`src/hw/rtl/stsc_pkg.sv`:
```
// ----------------------------------------------------------------------------
// stsc_pkg
// Shared sizes, types, register codes and helpers of the submatrix counter.
// ----------------------------------------------------------------------------
package stsc_pkg;

  localparam int MAX_ROWS    = 16;
  localparam int MAX_COLS    = 16;
  localparam int STORE_DEPTH = MAX_ROWS * MAX_COLS;

  localparam int ELEM_W      = 16;
  localparam int CNT_REG_W   = 5;
  localparam int TARGET_W    = 24;
  localparam int PREFIX_W    = 24;
  localparam int TALLY_W     = 15;
  localparam int CFG_DATA_W  = 24;
  localparam int CFG_INDEX_W = 2;
  localparam int COUNT_RESET = 16;

  localparam int ROW_IW  = (MAX_ROWS > 1) ? $clog2(MAX_ROWS) : 1;
  localparam int COL_IW  = (MAX_COLS > 1) ? $clog2(MAX_COLS) : 1;
  localparam int ADDR_W  = (STORE_DEPTH > 1) ? $clog2(STORE_DEPTH) : 1;
  localparam int ROWS_W  = $clog2(MAX_ROWS + 1);
  localparam int COLS_W  = $clog2(MAX_COLS + 1);
  localparam int TOTAL_W = $clog2(STORE_DEPTH + 1);
  localparam int STEP_W  = $clog2(ADDR_W + 1);

  // widest submatrix sum, plus room for the sign-extended target
  localparam int SUM_RAW_W = ELEM_W + ADDR_W + 1;
  localparam int ACC_W     = (SUM_RAW_W > TARGET_W) ? SUM_RAW_W : TARGET_W;

  typedef logic        [CNT_REG_W-1:0]   cnt_reg_t;
  typedef logic        [CFG_INDEX_W-1:0] cfg_index_t;
  typedef logic        [CFG_DATA_W-1:0]  cfg_data_t;
  typedef logic signed [ELEM_W-1:0]      elem_t;
  typedef logic signed [TARGET_W-1:0]    target_t;
  typedef logic signed [PREFIX_W-1:0]    prefix_t;
  typedef logic signed [ACC_W-1:0]       acc_t;
  typedef logic        [TALLY_W-1:0]     tally_t;
  typedef logic        [ROW_IW-1:0]      row_idx_t;
  typedef logic        [COL_IW-1:0]      col_idx_t;
  typedef logic        [ADDR_W-1:0]      addr_t;
  typedef logic        [ROWS_W-1:0]      rows_t;
  typedef logic        [COLS_W-1:0]      cols_t;
  typedef logic        [TOTAL_W-1:0]     total_t;
  typedef logic        [STEP_W-1:0]      step_t;

  localparam tally_t TALLY_MAX = '1;

  typedef enum cfg_index_t {
    CFG_ROW_COUNT  = 2'd0,
    CFG_COL_COUNT  = 2'd1,
    CFG_TARGET_SUM = 2'd2
  } cfg_reg_t;

  typedef enum logic [2:0] {
    ST_IDLE,
    ST_DIVIDE,
    ST_FETCH,
    ST_STORE,
    ST_SCAN,
    ST_DRAIN,
    ST_FINISH
  } state_t;

  typedef struct packed {
    logic accept;
    logic fetch;
    logic store;
    logic scan_init;
    logic scan_step;
    logic load_result;
  } ctrl_cmd_t;

  typedef struct packed {
    logic div_done;
    logic in_range;
    logic last_elem;
    logic scan_last;
    logic pipe_empty;
    logic out_free;
  } dp_status_t;

  // zero counts as one, anything past the maximum as the maximum
  function automatic rows_t clamp_rows(input cnt_reg_t v);
    if (v == '0) begin
      return rows_t'(1);
    end else if (int'(v) > MAX_ROWS) begin
      return rows_t'(MAX_ROWS);
    end else begin
      return rows_t'(v);
    end
  endfunction

  function automatic cols_t clamp_cols(input cnt_reg_t v);
    if (v == '0) begin
      return cols_t'(1);
    end else if (int'(v) > MAX_COLS) begin
      return cols_t'(MAX_COLS);
    end else begin
      return cols_t'(v);
    end
  endfunction

  function automatic addr_t make_addr(input row_idx_t row, input col_idx_t col);
    return addr_t'(row) * addr_t'(MAX_COLS) + addr_t'(col);
  endfunction

endpackage

```
`src/hw/rtl/stsc_ctrl.sv`:
```
// ----------------------------------------------------------------------------
// stsc_ctrl
// Sequencer: element load, submatrix scan, drain and result hand-off.
// ----------------------------------------------------------------------------
module stsc_ctrl (
  input  logic                 clk,
  input  logic                 rst,
  input  logic                 in_valid,
  output logic                 in_ready,
  input  stsc_pkg::dp_status_t status,
  output stsc_pkg::ctrl_cmd_t  cmd
);

  stsc_pkg::state_t state, state_next;

  always_ff @(posedge clk) begin
    if (rst) begin
      state <= stsc_pkg::ST_IDLE;
    end else begin
      state <= state_next;
    end
  end

  always_comb begin
    state_next = state;
    cmd        = '0;
    in_ready   = 1'b0;
    unique case (state)
      stsc_pkg::ST_IDLE: begin
        in_ready = 1'b1;
        if (in_valid) begin
          cmd.accept = 1'b1;
          state_next = stsc_pkg::ST_DIVIDE;
        end
      end
      stsc_pkg::ST_DIVIDE: begin
        if (status.div_done) begin
          state_next = status.in_range ? stsc_pkg::ST_FETCH : stsc_pkg::ST_STORE;
        end
      end
      stsc_pkg::ST_FETCH: begin
        cmd.fetch  = 1'b1;
        state_next = stsc_pkg::ST_STORE;
      end
      stsc_pkg::ST_STORE: begin
        cmd.store = 1'b1;
        if (status.last_elem) begin
          cmd.scan_init = 1'b1;
          state_next    = stsc_pkg::ST_SCAN;
        end else begin
          state_next = stsc_pkg::ST_IDLE;
        end
      end
      stsc_pkg::ST_SCAN: begin
        cmd.scan_step = 1'b1;
        if (status.scan_last) begin
          state_next = stsc_pkg::ST_DRAIN;
        end
      end
      stsc_pkg::ST_DRAIN: begin
        if (status.pipe_empty) begin
          state_next = stsc_pkg::ST_FINISH;
        end
      end
      stsc_pkg::ST_FINISH: begin
        if (status.out_free) begin
          cmd.load_result = 1'b1;
          state_next      = stsc_pkg::ST_IDLE;
        end
      end
      default: begin
        state_next = stsc_pkg::ST_IDLE;
      end
    endcase
  end

endmodule

```
`config.mk`:
```
export PLATFORM = sky130hd
export DESIGN_NAME = stsc_ctrl
export DESIGN_NICKNAME = d
export VERILOG_FILES = /design/src/hw/rtl/stsc_pkg.sv /design/src/hw/rtl/stsc_ctrl.sv
export SDC_FILE = /design/constraint.sdc
export NUM_CORES = 1
export LEC_CHECK = 0
export ABC_CLOCK_PERIOD_IN_PS = 2900
export BUFFER_PORTS_ARGS = -buffer_cell sky130_fd_sc_hd__buf_2
export CORE_AREA = 2 2 39 41
export DETAILED_ROUTE_END_ITERATION = 10
export DIE_AREA = 0 0 41 43
export GPL_ROUTABILITY_DRIVEN = 0
export GPL_TIMING_DRIVEN = 0
export REMOVE_ABC_BUFFERS = 1
export SKIP_LAST_GASP = 1
export SYNTH_ARGS = -nofsm -noshare
export SYNTH_HDL_FRONTEND = slang
export SYNTH_SLANG_ARGS = --single-unit
```
`constraint.sdc`:
```
create_clock -name clk -period 2.9 [get_ports clk]
set_clock_uncertainty 0.2 [all_clocks]
set_input_delay 0.29 -clock clk [delete_from_list [all_inputs] [get_ports clk]]
set_output_delay 0.29 -clock clk [all_outputs]
set_load 0.02 [all_outputs]
```
==> reports/metrics.cfg <==
[route]
viasPerCell = 4.18
first_iter_violations = 0
ant_nets = 0
first_pass_iters = 1
vias = 259
wl_um = 581
drc = 0
wire_per_inst_um = 9.37

[timing]
fin_crit_sh_pct = 58.2
hold_viol_final = 0
max_slew.worst_pin.slew_ns = 0.396
maxSlewHeadroom_pct = 73.6
period_minus_slack_ns = 1.69
timing.fmax_mhz = 592
rsz0062_at_grt = no
drv_slew = 0
setup_tns_ns = 0
report.final.setup_viol = 0

[cells_and_area]
syn_to_final_growth_pct = 40.8
mostFrequentLayoutCell = buf_2
fillers = 165
drive_gt1_share_pct = 41.3
largest_reg_flops = 3
top_register = state
instances_no_fill = 62
fin_nets = 56
top_regs = state x3
diodes = 0
layout_common_cells = buf_2 (15), nor2_1 (3), a21oi_1 (3), clkbuf_4 (3), dfxtp_1 (3)

[clock_network]
cts_buffers = 3
clk_pin_slew_worst_paths_ns = 0.03
htree_levels = 1
root_buffer = clkbuf_4
cts_tree = built
cts_resized = 0
cts_buffer_depth = 2
clock_latency_ns = 0.23
postCtsHoldBufs = 0
clock-sinks = 3
post-cts-setup-buffers = 0

[worst_setup_path]
cp_max_fo = 12
cpPeakStageDelay_ns = 0.53
reg2reg_depth = 3
r2r_slack_ns = 1.51
crit_slowest_cell = dfxtp_1
cp-start-kind = register
required_ns = 2.41
path_cells = nand2b_1, nor2_1, buf_2
r2r-end = state[0]
critPathArrivalTime_ns = 1.20
crit_type = reg -> out
end_kind = primary output
worstReg2RegStart = state[1]

[global_route]
grt_max_degree = 15
grt_pass1_vias = 240
antenna_found_initial = 0
grtUsageTotal_pct = 7.93
grt_pass1_wl_um = 917
grt_overflow = 0

[floorplan]
start_util_pct = 17.7
rows = 14
coreArea_mm2 = 0.00138
die_area_mm2 = 0.00176
die_h_um = 43
pin_count = 16
fp.dieW_um = 41

[pwr]
p_per_area_mw_per_mm2 = 458
p_leak_nw = 0.175
vdd_drop_max_uv = 130

[min_path]
hold_path_end = state[2]
hold_start = rst
hold_path_depth = 2
hold_class = in -> reg

[placement]
place_inst = 58
port_buffers = 15
hpwlAfterDp_um = 435

[run_status]
status = finished, final reports clean

[synthesis]
syn-instance-count = 30
yosysWarnings = 0
synth_cell_type_count = 20
yosysSeqAreaShare_pct = 24.5
ys_seq_elements = 3
avgSynthCellArea_um2 = 8.17
netlist_area_um2 = 245

[run]
maxCapViolCount = 0

[stage by stage]
stage / power, mW / area [um^2] / hold slack, ns / setup WS [ns] / util (%)
2_1_floorplan: 0.0731 / 224 / 0.159 / 1.33 / -
3_3_place_gp: 0.0874 / 319 / 0.291 / 1.45 / 23.1
3_5_place_dp: 0.0879 / 319 / 0.289 / 1.45 / 23.1
4_1_cts: 0.164 / 345 / 0.0450 / 1.19 / 25.0
5_1_grt: 0.173 / 345 / 0.0663 / 1.09 / 25.0
6_report: 0.158 / 345 / 0.0546 / 1.21 / 25.0
[synthesized netlist by cell type]
cell type / number / share of area, %
nand4b_1: 1 / 3.6
nand4bb_1: 1 / 4.6
and4b_1: 1 / 4.1
mux2i_1: 1 / 4.1
a31oi_1: 1 / 2.6
o21ai_0: 2 / 4.1
o211a_1: 1 / 4.1
a21o_1: 2 / 6.1
dfxtp_1: 3 / 24
and3b_1: 2 / 7.1
nand2b_1: 1 / 2.6
nor3_2: 1 / 4.1
nand2_1: 1 / 1.5
and2_1: 1 / 2.6
buf_6: 1 / 4.6
nor3_1: 1 / 2.0
nor2_1: 3 / 4.6
buf_2: 2 / 4.1
nor3b_1: 1 / 3.1
a21oi_1: 3 / 6.1
[power by group]
part / leakage [nW] / internal, mW / total (mW) / switching (mW)
Clock: 0.0150 / 0.0515 / 0.0714 / 0.0199
Sequential: 0.0246 / 0.0445 / 0.0525 / 0.00803
Combinational: 0.135 / 0.0174 / 0.0345 / 0.0170
[cell type report]
type | instances | area [um^2] | share of cell area [%]
Multi-Input combinational cell | 24 | 164 | 47.5
Timing Repair Buffer | 15 | 75.1 | 21.7
Sequential cell | 3 | 60.1 | 17.4
Clock buffer | 4 | 26.3 | 7.61
Tap cell | 16 | 20.0 | 5.80
[worst max-delay path by stage]
stage              from  endpoint  slack, ns  cells after the start
5_1_grt        state[1]    cmd[0]       1.09                      3
2_1_floorplan  state[2]    cmd[5]       1.33                      2
3_5_place_dp   state[2]    cmd[1]       1.45                      2
6_report       state[1]    cmd[0]       1.21                      3
3_3_place_gp   state[2]    cmd[1]       1.45                      2
4_1_cts        state[1]    cmd[0]       1.19                      3
[layer usage]
| layer | routed length [um] | GRT usage (%) | vias up |
|---|---|---|---|
| met1 | 252 | 9.97 | 106 |
| li1 | - | - | 142 |
| met4 | 0 | 8.00 | 0 |
| met3 | 63 | 1.57 | 0 |
| met2 | 265 | 10.3 | 11 |
| met5 | 0 | 0 | - |
[cell families (layout without fill, tap and decap cells)]
| logic type | Yosys count | count (layout) | synth area share (%) |
|---|---|---|---|
| buffers and inverters | 3 | 19 | 8.67 |
| AO/OA/AOI/OAI | 9 | 9 | 23.0 |
| AND/OR/NAND/NOR | 14 | 14 | 39.8 |
| flip-flops | 3 | 3 | 24.5 |
| multiplexers | 1 | 1 | 4.08 |
[worst max-delay path, delay by kind of cell (launching register included)]
| family | cells | cell delay (ns) |
|---|---|---|
| DFF | 1 | 0.53 |
| buffers and inverters | 1 | 0.16 |
| and+or+nand+nor | 2 | 0.27 |
Power figures use the tool's default switching activity.
